`config.mk`:
```
export PLATFORM = sky130hd
export DESIGN_NAME = thread_ready_queue_scheduler_flat
export DESIGN_NICKNAME = d
export VERILOG_FILES = /design/src/sv/trqs_pkg.sv /design/src/sv/trqs_if.sv /design/src/sv/trqs_list.sv /design/src/sv/thread_ready_queue_scheduler.sv /design/src/flat_wrapper.sv
export SDC_FILE = /design/constraint.sdc
export NUM_CORES = 1
export LEC_CHECK = 0
export BUFFER_PORTS_ARGS = -buffer_cell sky130_fd_sc_hd__buf_2
export CAP_MARGIN = 15
export CORE_AREA = 2 2 157 159
export DETAILED_ROUTE_END_ITERATION = 6
export DIE_AREA = 0 0 159 161
export PLACE_DENSITY = 0.87
export SETUP_SLACK_MARGIN = 0.05
export SYNTH_ARGS = -nofsm -noshare
export SYNTH_HDL_FRONTEND = slang
export SYNTH_HIERARCHICAL = 1
export SYNTH_SLANG_ARGS = --single-unit
export TNS_END_PERCENT = 20
```
`constraint.sdc`:
```
create_clock -name clk -period 5.2 [get_ports clk]
set_input_delay 0.52 -clock clk [delete_from_list [all_inputs] [get_ports clk]]
set_output_delay 0.52 -clock clk [all_outputs]
set_load 0.1 [all_outputs]
```
`src/sv/trqs_pkg.sv`:
```
// Shared constants, codes and control structs of the thread ready-queue scheduler.
package trqs_pkg;

    localparam int THREAD_SLOTS = 32;
    localparam int ID_W         = $clog2(THREAD_SLOTS);
    localparam int CNT_W        = $clog2(THREAD_SLOTS + 1);
    localparam int CMD_W        = 3;
    localparam int TARGET_W     = 8;
    localparam int STATUS_W     = 3;
    localparam int RESULT_W     = 7;

    localparam logic [CMD_W-1:0] CMD_CREATE   = 3'd0;
    localparam logic [CMD_W-1:0] CMD_EXIT     = 3'd1;
    localparam logic [CMD_W-1:0] CMD_KILL     = 3'd2;
    localparam logic [CMD_W-1:0] CMD_YIELD    = 3'd3;
    localparam logic [CMD_W-1:0] CMD_YIELD_TO = 3'd4;
    localparam logic [CMD_W-1:0] CMD_QUERY    = 3'd5;

    localparam logic [STATUS_W-1:0] STATUS_OK           = 3'd0;
    localparam logic [STATUS_W-1:0] STATUS_NO_FREE      = 3'd1;
    localparam logic [STATUS_W-1:0] STATUS_BAD          = 3'd2;
    localparam logic [STATUS_W-1:0] STATUS_NOT_READY    = 3'd3;
    localparam logic [STATUS_W-1:0] STATUS_INVALID      = 3'd4;
    localparam logic [STATUS_W-1:0] STATUS_NONE_RUNNING = 3'd5;
    localparam logic [STATUS_W-1:0] STATUS_ALL_EXITED   = 3'd6;

    localparam int LOP_W = 3;
    localparam logic [LOP_W-1:0] LOP_APPEND        = 3'd0;
    localparam logic [LOP_W-1:0] LOP_POP           = 3'd1;
    localparam logic [LOP_W-1:0] LOP_UNLINK        = 3'd2;
    localparam logic [LOP_W-1:0] LOP_POP_APPEND    = 3'd3;
    localparam logic [LOP_W-1:0] LOP_UNLINK_APPEND = 3'd4;

    typedef struct packed {
        logic             start;
        logic [LOP_W-1:0] op;
        logic [ID_W-1:0]  id;
        logic [ID_W-1:0]  app_id;
    } trqs_list_req_t;

    typedef struct packed {
        logic            done;
        logic            ok;
        logic [ID_W-1:0] popped;
        logic            empty;
    } trqs_list_rsp_t;

endpackage

```
`src/sv/trqs_if.sv`:
```
// Command and response channel interfaces of the thread ready-queue scheduler.
interface trqs_cmd_if;
    logic                           valid;
    logic                           ready;
    logic [trqs_pkg::CMD_W-1:0]     command;
    logic [trqs_pkg::TARGET_W-1:0]  target_thread;

    modport source (output valid, output command, output target_thread, input ready);
    modport sink   (input valid, input command, input target_thread, output ready);
endinterface

interface trqs_rsp_if;
    logic                           valid;
    logic                           ready;
    logic [trqs_pkg::STATUS_W-1:0]  status;
    logic [trqs_pkg::RESULT_W-1:0]  result_thread;
    logic [trqs_pkg::RESULT_W-1:0]  running_thread;
    logic                           running_valid;

    modport source (output valid, output status, output result_thread,
                    output running_thread, output running_valid, input ready);
    modport sink   (input valid, input status, input result_thread,
                    input running_thread, input running_valid, output ready);
endinterface

```
`src/sv/trqs_list.sv`:
```
// Ready list engine: link memory, head, tail and the list operations.
module trqs_list (
    input  logic                     clk,
    input  logic                     rst_n,
    input  trqs_pkg::trqs_list_req_t req,
    output trqs_pkg::trqs_list_rsp_t rsp
);

    localparam logic [2:0] L_IDLE        = 3'd0;
    localparam logic [2:0] L_POP_WAIT    = 3'd1;
    localparam logic [2:0] L_WALK_WAIT   = 3'd2;
    localparam logic [2:0] L_SPLICE_WAIT = 3'd3;
    localparam logic [2:0] L_APPEND      = 3'd4;
    localparam logic [2:0] L_FINISH      = 3'd5;

    logic [trqs_pkg::ID_W-1:0] link_mem [trqs_pkg::THREAD_SLOTS];
    logic [trqs_pkg::ID_W-1:0] rdata_reg;

    logic [2:0]                      state_reg, state_next;
    logic [trqs_pkg::LOP_W-1:0]      op_reg, op_next;
    logic [trqs_pkg::ID_W-1:0]       id_reg, id_next;
    logic [trqs_pkg::ID_W-1:0]       app_reg, app_next;
    logic [trqs_pkg::ID_W-1:0]       head_reg, head_next;
    logic [trqs_pkg::ID_W-1:0]       tail_reg, tail_next;
    logic                            empty_reg, empty_next;
    logic [trqs_pkg::ID_W-1:0]       prev_reg, prev_next;
    logic [trqs_pkg::CNT_W-1:0]      cnt_reg, cnt_next;
    logic                            ok_reg, ok_next;
    logic [trqs_pkg::ID_W-1:0]       popped_reg, popped_next;

    logic                      rd_en;
    logic [trqs_pkg::ID_W-1:0] rd_addr;
    logic                      wr_en;
    logic [trqs_pkg::ID_W-1:0] wr_addr;
    logic [trqs_pkg::ID_W-1:0] wr_data;
    logic                      append_after;
    logic                      do_pop;

    assign append_after = (op_next == trqs_pkg::LOP_POP_APPEND) ||
                          (op_next == trqs_pkg::LOP_UNLINK_APPEND);

    always_comb
    begin
        state_next  = state_reg;
        op_next     = op_reg;
        id_next     = id_reg;
        app_next    = app_reg;
        head_next   = head_reg;
        tail_next   = tail_reg;
        empty_next  = empty_reg;
        prev_next   = prev_reg;
        cnt_next    = cnt_reg;
        ok_next     = ok_reg;
        popped_next = popped_reg;
        rd_en       = 1'b0;
        rd_addr     = head_reg;
        wr_en       = 1'b0;
        wr_addr     = tail_reg;
        wr_data     = id_reg;
        do_pop      = 1'b0;

        unique case (state_reg)
            L_IDLE:
            begin
                if (req.start)
                begin
                    op_next     = req.op;
                    id_next     = req.id;
                    app_next    = req.app_id;
                    ok_next     = 1'b1;
                    popped_next = head_reg;
                    priority if (req.op == trqs_pkg::LOP_APPEND)
                    begin
                        state_next = L_APPEND;
                    end
                    else if (req.op == trqs_pkg::LOP_POP || req.op == trqs_pkg::LOP_POP_APPEND)
                    begin
                        do_pop = 1'b1;
                    end
                    else if (empty_reg)
                    begin
                        ok_next    = 1'b0;
                        state_next = L_FINISH;
                    end
                    else if (head_reg == req.id)
                    begin
                        do_pop = 1'b1;
                    end
                    else if (head_reg == tail_reg)
                    begin
                        ok_next    = 1'b0;
                        state_next = L_FINISH;
                    end
                    else
                    begin
                        prev_next  = head_reg;
                        rd_en      = 1'b1;
                        rd_addr    = head_reg;
                        cnt_next   = trqs_pkg::CNT_W'(1);
                        state_next = L_WALK_WAIT;
                    end

                    if (do_pop)
                    begin
                        if (head_reg == tail_reg)
                        begin
                            empty_next = 1'b1;
                            state_next = append_after ? L_APPEND : L_FINISH;
                        end
                        else
                        begin
                            rd_en      = 1'b1;
                            rd_addr    = head_reg;
                            state_next = L_POP_WAIT;
                        end
                    end
                end
            end

            L_POP_WAIT:
            begin
                head_next  = rdata_reg;
                state_next = append_after ? L_APPEND : L_FINISH;
            end

            L_WALK_WAIT:
            begin
                if (rdata_reg == id_reg)
                begin
                    rd_en      = 1'b1;
                    rd_addr    = rdata_reg;
                    state_next = L_SPLICE_WAIT;
                end
                else
                begin
                    prev_next = rdata_reg;
                    if (cnt_reg == trqs_pkg::CNT_W'(trqs_pkg::THREAD_SLOTS) ||
                        rdata_reg == tail_reg)
                    begin
                        ok_next    = 1'b0;
                        state_next = L_FINISH;
                    end
                    else
                    begin
                        rd_en    = 1'b1;
                        rd_addr  = rdata_reg;
                        cnt_next = cnt_reg + trqs_pkg::CNT_W'(1);
                    end
                end
            end

            L_SPLICE_WAIT:
            begin
                wr_en   = 1'b1;
                wr_addr = prev_reg;
                wr_data = rdata_reg;
                if (tail_reg == id_reg)
                begin
                    tail_next = prev_reg;
                end
                state_next = append_after ? L_APPEND : L_FINISH;
            end

            L_APPEND:
            begin
                if (empty_reg)
                begin
                    head_next  = app_reg;
                    empty_next = 1'b0;
                end
                else
                begin
                    wr_en   = 1'b1;
                    wr_addr = tail_reg;
                    wr_data = app_reg;
                end
                tail_next  = app_reg;
                state_next = L_FINISH;
            end

            L_FINISH:
            begin
                state_next = L_IDLE;
            end

            default:
            begin
                state_next = L_IDLE;
            end
        endcase
    end

    always_ff @(posedge clk)
    begin
        if (wr_en)
        begin
            link_mem[wr_addr] <= wr_data;
        end
        if (rd_en)
        begin
            rdata_reg <= link_mem[rd_addr];
        end
    end

    always_ff @(posedge clk or negedge rst_n)
    begin
        if (!rst_n)
        begin
            state_reg <= L_IDLE;
            head_reg  <= '0;
            tail_reg  <= '0;
            empty_reg <= 1'b1;
        end
        else
        begin
            state_reg <= state_next;
            head_reg  <= head_next;
            tail_reg  <= tail_next;
            empty_reg <= empty_next;
        end
    end

    always_ff @(posedge clk)
    begin
        op_reg     <= op_next;
        id_reg     <= id_next;
        app_reg    <= app_next;
        prev_reg   <= prev_next;
        cnt_reg    <= cnt_next;
        ok_reg     <= ok_next;
        popped_reg <= popped_next;
    end

    assign rsp.done   = (state_reg == L_FINISH);
    assign rsp.ok     = ok_reg;
    assign rsp.popped = popped_reg;
    assign rsp.empty  = empty_reg;

endmodule

```
`src/sv/thread_ready_queue_scheduler.sv`:
```
// Top level of the thread ready-queue scheduler: slot table, running thread, command sequencer.
//
// Commands arrive on the cmd channel (command, target_thread) and each produces exactly
// one transfer on the rsp channel (status, result_thread, running_thread, running_valid).
// One command is worked on at a time; cmd.ready is high only while the sequencer is idle.
// Work done between command transfer and response:
//   query and rejected commands   no ready list operation
//   exit                          at most one link memory read, for the new list head
//   yield                         head read, then the append
//   create                        lowest free slot scanned one per cycle, then the append
//   kill, yield_to                ready list walked one link memory read per cycle, plus the
//                                 splice and, for yield_to, the append
// The ready list lives in a single-port-read link memory with a registered read port;
// that walk and the free-slot scan set the worst case.
// The response sits in an output register: a new command is taken while it still waits,
// and a finished command holds in the sequencer until the register is free when rsp stalls.
// After reset slot zero is running, every other slot is free and the ready list is empty;
// no clearing pass is needed, and a command may follow directly after reset.
module thread_ready_queue_scheduler (
    input  logic            clk,
    input  logic            rst_n,
    trqs_cmd_if.sink        cmd,
    trqs_rsp_if.source      rsp
);

    localparam logic [2:0] S_IDLE   = 3'd0;
    localparam logic [2:0] S_DECODE = 3'd1;
    localparam logic [2:0] S_SCAN   = 3'd2;
    localparam logic [2:0] S_LIST   = 3'd3;
    localparam logic [2:0] S_DONE   = 3'd4;

    logic [2:0]                          state_reg, state_next;
    logic [trqs_pkg::CMD_W-1:0]          cmd_reg, cmd_next;
    logic [trqs_pkg::ID_W-1:0]           tgt_reg, tgt_next;
    logic                                tgt_ok_reg, tgt_ok_next;
    logic [trqs_pkg::THREAD_SLOTS-1:0]   used_reg, used_next;
    logic [trqs_pkg::ID_W-1:0]           running_id_reg, running_id_next;
    logic                                running_flag_reg, running_flag_next;
    logic [trqs_pkg::ID_W-1:0]           scan_reg, scan_next;
    logic [trqs_pkg::STATUS_W-1:0]       status_reg, status_next;
    logic [trqs_pkg::ID_W-1:0]           result_reg, result_next;

    logic                                rsp_valid_reg, rsp_valid_next;
    logic [trqs_pkg::STATUS_W-1:0]       rsp_status_reg, rsp_status_next;
    logic [trqs_pkg::RESULT_W-1:0]       rsp_result_reg, rsp_result_next;
    logic [trqs_pkg::RESULT_W-1:0]       rsp_running_reg, rsp_running_next;
    logic                                rsp_run_valid_reg, rsp_run_valid_next;

    trqs_pkg::trqs_list_req_t            list_req;
    trqs_pkg::trqs_list_rsp_t            list_rsp;

    logic                                tgt_running;
    logic                                tgt_used;
    logic                                rsp_free;

    trqs_list u_list (
        .clk   (clk),
        .rst_n (rst_n),
        .req   (list_req),
        .rsp   (list_rsp)
    );

    assign cmd.ready   = (state_reg == S_IDLE);
    assign tgt_running = running_flag_reg && (running_id_reg == tgt_reg);
    assign tgt_used    = used_reg[tgt_reg];
    assign rsp_free    = !rsp_valid_reg || rsp.ready;

    always_comb
    begin
        state_next         = state_reg;
        cmd_next           = cmd_reg;
        tgt_next           = tgt_reg;
        tgt_ok_next        = tgt_ok_reg;
        used_next          = used_reg;
        running_id_next    = running_id_reg;
        running_flag_next  = running_flag_reg;
        scan_next          = scan_reg;
        status_next        = status_reg;
        result_next        = result_reg;
        rsp_valid_next     = rsp_valid_reg && !rsp.ready;
        rsp_status_next    = rsp_status_reg;
        rsp_result_next    = rsp_result_reg;
        rsp_running_next   = rsp_running_reg;
        rsp_run_valid_next = rsp_run_valid_reg;
        list_req           = '0;

        unique case (state_reg)
            S_IDLE:
            begin
                if (cmd.valid)
                begin
                    cmd_next    = cmd.command;
                    tgt_next    = cmd.target_thread[trqs_pkg::ID_W-1:0];
                    tgt_ok_next = cmd.target_thread <
                                  trqs_pkg::TARGET_W'(trqs_pkg::THREAD_SLOTS);
                    status_next = trqs_pkg::STATUS_OK;
                    result_next = '0;
                    scan_next   = '0;
                    state_next  = S_DECODE;
                end
            end

            S_DECODE:
            begin
                state_next = S_DONE;
                unique case (cmd_reg)
                    trqs_pkg::CMD_CREATE:
                    begin
                        state_next = S_SCAN;
                    end

                    trqs_pkg::CMD_EXIT:
                    begin
                        if (running_flag_reg)
                        begin
                            used_next[running_id_reg] = 1'b0;
                            running_flag_next         = 1'b0;
                        end
                        if (list_rsp.empty)
                        begin
                            status_next = running_flag_reg ? trqs_pkg::STATUS_ALL_EXITED
                                                           : trqs_pkg::STATUS_NONE_RUNNING;
                        end
                        else
                        begin
                            list_req.start = 1'b1;
                            list_req.op    = trqs_pkg::LOP_POP;
                            state_next     = S_LIST;
                        end
                    end

                    trqs_pkg::CMD_KILL:
                    begin
                        priority if (!tgt_ok_reg)
                        begin
                            status_next = trqs_pkg::STATUS_INVALID;
                        end
                        else if (tgt_running)
                        begin
                            status_next = trqs_pkg::STATUS_BAD;
                        end
                        else if (!tgt_used)
                        begin
                            status_next = trqs_pkg::STATUS_NOT_READY;
                        end
                        else
                        begin
                            list_req.start = 1'b1;
                            list_req.op    = trqs_pkg::LOP_UNLINK;
                            list_req.id    = tgt_reg;
                            state_next     = S_LIST;
                        end
                    end

                    trqs_pkg::CMD_YIELD:
                    begin
                        priority if (!running_flag_reg)
                        begin
                            status_next = trqs_pkg::STATUS_NONE_RUNNING;
                        end
                        else if (list_rsp.empty)
                        begin
                            result_next = running_id_reg;
                        end
                        else
                        begin
                            list_req.start  = 1'b1;
                            list_req.op     = trqs_pkg::LOP_POP_APPEND;
                            list_req.app_id = running_id_reg;
                            state_next      = S_LIST;
                        end
                    end

                    trqs_pkg::CMD_YIELD_TO:
                    begin
                        priority if (!tgt_ok_reg)
                        begin
                            status_next = trqs_pkg::STATUS_INVALID;
                        end
                        else if (tgt_running)
                        begin
                            result_next = tgt_reg;
                        end
                        else if (!tgt_used)
                        begin
                            status_next = trqs_pkg::STATUS_BAD;
                        end
                        else if (!running_flag_reg)
                        begin
                            status_next = trqs_pkg::STATUS_NONE_RUNNING;
                        end
                        else
                        begin
                            // unlink the target, then queue the running thread
                            list_req.start  = 1'b1;
                            list_req.op     = trqs_pkg::LOP_UNLINK_APPEND;
                            list_req.id     = tgt_reg;
                            list_req.app_id = running_id_reg;
                            state_next      = S_LIST;
                        end
                    end

                    default:
                    begin
                        if (running_flag_reg)
                        begin
                            result_next = running_id_reg;
                        end
                        else
                        begin
                            status_next = trqs_pkg::STATUS_NONE_RUNNING;
                        end
                    end
                endcase
            end

            S_SCAN:
            begin
                priority if (!used_reg[scan_reg])
                begin
                    used_next[scan_reg] = 1'b1;
                    result_next         = scan_reg;
                    list_req.start      = 1'b1;
                    list_req.op         = trqs_pkg::LOP_APPEND;
                    list_req.app_id     = scan_reg;
                    state_next          = S_LIST;
                end
                else if (scan_reg == trqs_pkg::ID_W'(trqs_pkg::THREAD_SLOTS - 1))
                begin
                    status_next = trqs_pkg::STATUS_NO_FREE;
                    state_next  = S_DONE;
                end
                else
                begin
                    scan_next = scan_reg + trqs_pkg::ID_W'(1);
                end
            end

            S_LIST:
            begin
                if (list_rsp.done)
                begin
                    state_next = S_DONE;
                    unique case (cmd_reg)
                        trqs_pkg::CMD_EXIT, trqs_pkg::CMD_YIELD:
                        begin
                            running_id_next   = list_rsp.popped;
                            running_flag_next = 1'b1;
                            result_next       = list_rsp.popped;
                        end

                        trqs_pkg::CMD_KILL:
                        begin
                            if (list_rsp.ok)
                            begin
                                used_next[tgt_reg] = 1'b0;
                                result_next        = tgt_reg;
                            end
                            else
                            begin
                                status_next = trqs_pkg::STATUS_NOT_READY;
                            end
                        end

                        trqs_pkg::CMD_YIELD_TO:
                        begin
                            if (list_rsp.ok)
                            begin
                                running_id_next   = tgt_reg;
                                running_flag_next = 1'b1;
                                result_next       = tgt_reg;
                            end
                            else
                            begin
                                status_next = trqs_pkg::STATUS_NOT_READY;
                            end
                        end

                        default:
                        begin
                            state_next = S_DONE;
                        end
                    endcase
                end
            end

            S_DONE:
            begin
                if (rsp_free)
                begin
                    rsp_valid_next     = 1'b1;
                    rsp_status_next    = status_reg;
                    rsp_result_next    = (status_reg == trqs_pkg::STATUS_OK)
                                         ? trqs_pkg::RESULT_W'(result_reg) : '0;
                    rsp_running_next   = running_flag_reg
                                         ? trqs_pkg::RESULT_W'(running_id_reg) : '0;
                    rsp_run_valid_next = running_flag_reg;
                    state_next         = S_IDLE;
                end
            end

            default:
            begin
                state_next = S_IDLE;
            end
        endcase
    end

    always_ff @(posedge clk or negedge rst_n)
    begin
        if (!rst_n)
        begin
            state_reg        <= S_IDLE;
            used_reg         <= trqs_pkg::THREAD_SLOTS'(1);
            running_id_reg   <= '0;
            running_flag_reg <= 1'b1;
            rsp_valid_reg    <= 1'b0;
        end
        else
        begin
            state_reg        <= state_next;
            used_reg         <= used_next;
            running_id_reg   <= running_id_next;
            running_flag_reg <= running_flag_next;
            rsp_valid_reg    <= rsp_valid_next;
        end
    end

    always_ff @(posedge clk)
    begin
        cmd_reg           <= cmd_next;
        tgt_reg           <= tgt_next;
        tgt_ok_reg        <= tgt_ok_next;
        scan_reg          <= scan_next;
        status_reg        <= status_next;
        result_reg        <= result_next;
        rsp_status_reg    <= rsp_status_next;
        rsp_result_reg    <= rsp_result_next;
        rsp_running_reg   <= rsp_running_next;
        rsp_run_valid_reg <= rsp_run_valid_next;
    end

    assign rsp.valid          = rsp_valid_reg;
    assign rsp.status         = rsp_status_reg;
    assign rsp.result_thread  = rsp_result_reg;
    assign rsp.running_thread = rsp_running_reg;
    assign rsp.running_valid  = rsp_run_valid_reg;

endmodule

```
`src/flat_wrapper.sv`:
```
// flat-port wrapper written by rule: the top's interface ports become plain ports
module thread_ready_queue_scheduler_flat 
  (clk, rst_n, cmd_valid, cmd_command, cmd_target_thread, cmd_ready, rsp_valid, rsp_status, rsp_result_thread, rsp_running_thread, rsp_running_valid, rsp_ready);
  trqs_cmd_if cmd_i ();
  trqs_rsp_if rsp_i ();
  input  logic clk;
  input  logic rst_n;
  input wire logic [$bits(cmd_i.valid)-1:0] cmd_valid;
  input wire logic [$bits(cmd_i.command)-1:0] cmd_command;
  input wire logic [$bits(cmd_i.target_thread)-1:0] cmd_target_thread;
  output wire logic [$bits(cmd_i.ready)-1:0] cmd_ready;
  output wire logic [$bits(rsp_i.valid)-1:0] rsp_valid;
  output wire logic [$bits(rsp_i.status)-1:0] rsp_status;
  output wire logic [$bits(rsp_i.result_thread)-1:0] rsp_result_thread;
  output wire logic [$bits(rsp_i.running_thread)-1:0] rsp_running_thread;
  output wire logic [$bits(rsp_i.running_valid)-1:0] rsp_running_valid;
  input wire logic [$bits(rsp_i.ready)-1:0] rsp_ready;
  assign cmd_i.valid = cmd_valid;
  assign cmd_i.command = cmd_command;
  assign cmd_i.target_thread = cmd_target_thread;
  assign cmd_ready = cmd_i.ready;
  assign rsp_valid = rsp_i.valid;
  assign rsp_status = rsp_i.status;
  assign rsp_result_thread = rsp_i.result_thread;
  assign rsp_running_thread = rsp_i.running_thread;
  assign rsp_running_valid = rsp_i.running_valid;
  assign rsp_i.ready = rsp_ready;
  thread_ready_queue_scheduler u_core (.clk(clk), .rst_n(rst_n), .cmd(cmd_i), .rsp(rsp_i));
endmodule
```
Yosys cells after proc, flatten, opt, wreduce, memory -nomap -nowiden
Memories as Yosys holds them, arrays and structs flattened. A register that Yosys moved wholly into a read port is not among the register bits.
Index checks and enable logic that the tools add are counted.
- input port bits: 15
- logic and storage cells: 326
- memories kept: 1
- output and inout port bits: 20
- bits in registers: 126
- RAM bits: 160
- mux-type cells: 167
- $add $sub $neg: 2
- $lt $le $gt $ge: 7
- eq/ne operators: 70
- bitwise operators: 5
- reduce and logical (&&, ||, !) cells: 46
- memory list (memory ; depth ; bits a word ; rd ports ; clocked after memory_dff ; wr ports ; line ; text):
    u_core.u_list.link_mem ; 32 ; 5 ; 1 ; 1 ; 1 ; trqs_list.sv:16 ; logic [trqs_pkg::ID_W-1:0] link_mem [trqs_pkg::THREAD_SLOTS];
- operators with widths (kind ; count):
    $mux W32 ; 6
    $mux W5 ; 29
    $mux W3 ; 40
    $pmux W5 S2 ; 10
    $pmux W32 S3 ; 1
    $and A32 B32 Y32 ; 2
    $not A32 Y32 ; 2
    $mux W14 ; 4
    $mux W6 ; 8
    $ne A2 B2 Y1 const B ; 22
    $mux W1 ; 40
    $pmux W3 S4 ; 3
    $or A32 B32 Y32 ; 1
    $eq A5 B5 Y1 ; 6
    $pmux W3 S5 ; 2
    $mux W9 ; 3
    $eq A3 B2 Y1 const B ; 8
    $reduce_and A4 Y1 ; 6
    $ne A3 B3 Y1 const B ; 7
    $pmux W5 S4 ; 1
    $lt A5 B6 Y1 const B ; 3
    $mux W4 ; 4
    $pmux W4 S4 ; 1
    $demux W1 S5 ; 3
    35 further kinds ; 85

Depth between registers and ports, before layout
- word-level depth: 17
- gate-level depth with buffers: 17
- mapped depth without buffers: 15

Modules after synthesis
The synthesis kept the hierarchy.
- by module, submodules not included (module ; cells each ; instances ; area each (um2) ; sequential area each (um2)):
    trqs_list ; 724 ; 1 ; 9352.7 ; 6177.2
    thread_ready_queue_scheduler ; 547 ; 1 ; 5097.4 ; 2134.5

Least setup slack after synthesis
Ideal clock, no wire load.
- path type: register to register
- start: register u_core.state_reg[1]
- end: register u_core/scan_reg[0] in the netlist's numbering, enable pin
- stages on the path, launching flop included: 6
- required time: 4851 ps
- arrival: 3590 ps
- clock period less this slack: 3938 ps
- path slack: 1262 ps
- buffers on the path: 2
- cells stage by stage: dfrtp_1 clkbuf_1 clkbuf_1 nor3_1 and2_1 o21bai_1
- word-level cells in the longest chain between the ends: 3
- elaborated cells between the ends (all ways): 7
- those cells by class: eq/ne: 4; reduce/logical: 3
- ends and longest elaborated chain (element ; line ; text):
    from (decl) ; thread_ready_queue_scheduler.sv:32 ; logic [2:0] state_reg, state_next;
    from (signal assigned) ; thread_ready_queue_scheduler.sv:321 ; state_reg <= state_next;
    $logic_not A3 Y1 (*) ; n/a ;
    named net cmd_ready ; flat_wrapper.sv:11 ; output wire logic [$bits(cmd_i.ready)-1:0] cmd_ready;
    $ne A2 B2 Y1 (no line) / $reduce_bool A2 Y1 (equally long branches) ; n/a ;
    $reduce_and A4 Y1 (no line) (*) ; n/a ;
    to (signal assigned) ; thread_ready_queue_scheduler.sv:334 ; scan_reg <= scan_next;
    to (decl) ; thread_ready_queue_scheduler.sv:39 ; logic [trqs_pkg::ID_W-1:0] scan_reg, scan_next;
The timed path passes the listed nets; every way through them passes the cells marked *.
A chain may end at the register's enable or synchronous reset.

==> flow_metrics.py <==
metrics = {
    "power_and_ir_drop": {
        "ir_drop_uv": 566,
        "p_per_area_nw_per_um2": 554,
        "fin_total_pwr_mw": 8.70,
        "leakagePower_nw": 5.74,
    },
    "worst_setup_path": {
        "end_kind": "flip-flop",
        "startpoint_type": "flip-flop",
        "cp_slowest_cell": "edfxtp_1",
        "path_cells": "mux2i_1, o22ai_1, nor4_2, o21ai_4, nand2_4, nor3_1, nor3_1, or3_1, o21ai_0, o21ai_0, nor3_1",
        "critPathKind": "flip-flop to flip-flop",
        "crit_end": "u_core/u_list/prev_reg[2]",
        "path_buf_inv": 0,
        "arrival_ps": 4440,
        "crit_family": "simple AND/OR/NAND/NOR gates",
        "critPathMostFrequentCell": "nor3_1",
        "crit_required_ps": 5390,
        "crit_cells": 11,
        "critPathMaxStageDelay_ps": 1080,
        "reg2reg_slack_ps": 950,
        "timing.rr.start": "u_core/tgt_reg[1]",
        "cp_max_fo": 23,
        "cp-startpoint": "u_core/tgt_reg[1]",
        "r2r_cells": 11,
        "r2r_end": "u_core/u_list/prev_reg[2]",
    },
    "floorplan": {
        "die_height_um": 161,
        "num_rows": 57,
        "dieWidth_um": 159,
        "io_pins": 35,
        "coreArea_um2": 24000,
        "die_area_um2": 25600,
        "start_util_pct": 60.3,
    },
    "yosys": {
        "synth_area_per_cell_um2": 11.4,
        "syn_area_um2": 14500,
        "synth_top_area_share_pct": 47.4,
        "synthDistinctLibCells": 93,
        "synthFlopType": "edfxtp_1",
        "synth_top_cells_by_area": "edfxtp_1 47%, dfrtp_1 9.2%, mux2i_1 6.5%",
        "yosysWarningCount": 6,
        "synth_seq_area_share_pct": 57.5,
        "synth.largest_area_cell": "edfxtp_1",
        "synth_edf_count": 228,
        "synth_cells": 1271,
        "ys_ff_latch": 287,
        "synthArstFlopShare_pct": 19.5,
    },
    "final_layout": {
        "drive_above_1_share_pct": 11.1,
        "fin_nets": 1275,
        "diodes": 0,
        "largest_reg_flops": 160,
        "final_core_util_pct": 65.5,
        "area_delta_synth_final_pct": 8.64,
    },
    "sta": {
        "relSlewSlack_pct": 25.1,
        "grt_setup_unrepaired": "false",
        "setup_viol": 0,
        "holdWs_ps": 127,
        "finalMaxSlewViolations": 0,
        "setup_tns_ps": 0,
        "min_period_over_period_pct": 81.7,
        "worst_pin_slew_ps": 1120,
        "fin_crit_ps": 4250,
        "final-hold-violation-count": 0,
        "fmax_mhz": 236,
        "clock_skew_ps": 18.3,
    },
    "placed_design": {
        "dp_hpwl_um": 23700,
        "gp_congestion": 1.05,
        "portBuffers": 30,
    },
    "cts": {
        "cts_max_level": 1,
        "post_cts_buffers": 0,
        "cts_buffers": 29,
        "cts-resized-gates": 0,
        "clk_pin_slew_ps": 60,
        "hold_buffers": 0,
        "clock-sinks": 287,
        "cts_tree": "done",
        "cts_root_buffer": "clkbuf_16",
        "cts.path.max_buffers": 3,
        "insertion_delay_ps": 560,
    },
    "worst_hold_path": {
        "hold_class": "primary input to asynchronous set/reset pin",
    },
    "detailed_routing": {
        "drt_wl_total_um": 36500,
        "dr.first_iter.drc_count": 1169,
        "vias": 10700,
        "wl_per_cell_um": 22.8,
        "routed_via_density": 6.67,
        "ant_nets": 0,
        "drc_errors": 0,
        "dr.pass1.iters": 6,
    },
    "global_routing": {
        "grt_pass1_vias": 10400,
        "globalRouteTotalUtil_pct": 28.2,
        "grt.overflow.total": 0,
        "grt_pass1_wl_um": 57500,
        "grt_max_degree": 57,
        "antenna_found_initial": 0,
    },
    "flow_run": {
        "maxCapViolCount": 0,
    },
    "status": {
        "status": "complete, no violations",
    },
}
## cell type report
type / count / area, µm²
Fill cell: 1712 / 8260
Clock buffer: 35 / 788
Timing Repair Buffer: 45 / 310
Sequential cell: 287 / 8310
Clock inverter: 19 / 210
Multi-Input combinational cell: 872 / 5610
Tap cell: 324 / 405
Inverter: 18 / 67.6
## placed cells by master, fill, tap and decap left out, types with 9 or more instances in the layout
cell type    n
a211oi_1    12
a21oi_1     55
a311oi_1    16
a31oi_1     50
and2_1      22
and3_1      15
buf_2       30
buf_4       12
clkbuf_16   29
clkinv_2     9
dfrtp_1     53
edfxtp_1   228
inv_1       16
mux2_2       9
mux2i_1     93
nand2_1    148
nand2b_1    12
nand3_1     44
nand3b_1    11
nor2_1     101
nor3_1      23
o21ai_0     29
o21ai_1     11
o22ai_1     43
or3_1        9
xnor2_1     24
xor2_1      14
## metal layers
layer	part of all wire [%]	vias to the layer above	wire, µm	track usage (%)
li1	-	4711	-	-
met1	38	5123	13700	36.2
met2	49	681	18000	48.7
met3	8.5	155	3100	4.39
met4	4.5	0	1630	11.2
met5	0	-	0	0
## worst min-delay path by stage
stage                           end  cells after the start
2_1_floorplan      u_core/rsp.valid                      0
3_3_place_gp   u_core/rsp.status[0]                      0
3_5_place_dp   u_core/rsp.status[0]                      0
4_1_cts           u_core/cmd_reg[0]                      1
5_1_grt           u_core/cmd_reg[1]                      1
6_report         u_core/used_reg[3]                      2
## kinds of logic after synthesis
family / after synthesis / synth area share, %
mux: 109 / 7.81
other cells: 1 / 0.0260
flops: 287 / 57.5
fa+ha+maj: 7 / 0.606
simple gates: 424 / 14.2
buf+inv: 115 / 3.88
xor+xnor: 38 / 2.30
compound gates: 290 / 13.7
## Yosys cell counts, types with 4 or more instances
cell type / n
a2111oi_1: 4
a211oi_1: 13
a21oi_1: 55
a22o_1: 5
a22oi_1: 6
a311oi_1: 16
a31oi_1: 50
and2_1: 22
and3_1: 15
buf_1: 4
buf_2: 25
buf_4: 14
buf_6: 6
clkbuf_1: 48
dfrtp_1: 53
edfxtp_1: 228
ha_1: 7
inv_1: 16
mux2_2: 9
mux2i_1: 94
nand2_1: 148
nand2b_1: 12
nand3_1: 44
nand3b_1: 11
nor2_1: 101
nor2b_1: 4
nor3_1: 23
o211ai_1: 4
o21ai_0: 29
o21ai_1: 11
o21bai_1: 4
o221a_1: 4
o221ai_1: 5
o22ai_1: 43
or2_1: 4
or3_1: 9
xnor2_1: 24
xor2_1: 14
## metrics by stage
step	area [µm²]	instances	setup slack, ps
final	15700	1600	954
after global routing	15700	1600	707
after CTS	15600	1597	1060
after detailed placement	14600	1543	1050
after global placement	14600	1543	1210
after floorplan	14500	1274	1260
## report_power, final
group | switching (mW) | total (mW) | internal (mW) | leakage, nW
Combinational | 1.97 | 2.95 | 0.988 | 2.42
Clock | 0.879 | 2.16 | 1.28 | 0.495
Sequential | 0.501 | 3.59 | 3.09 | 2.83
Total | 3.35 | 8.70 | 5.35 | 5.74
Note: power is estimated with default switching activity, not from simulation.
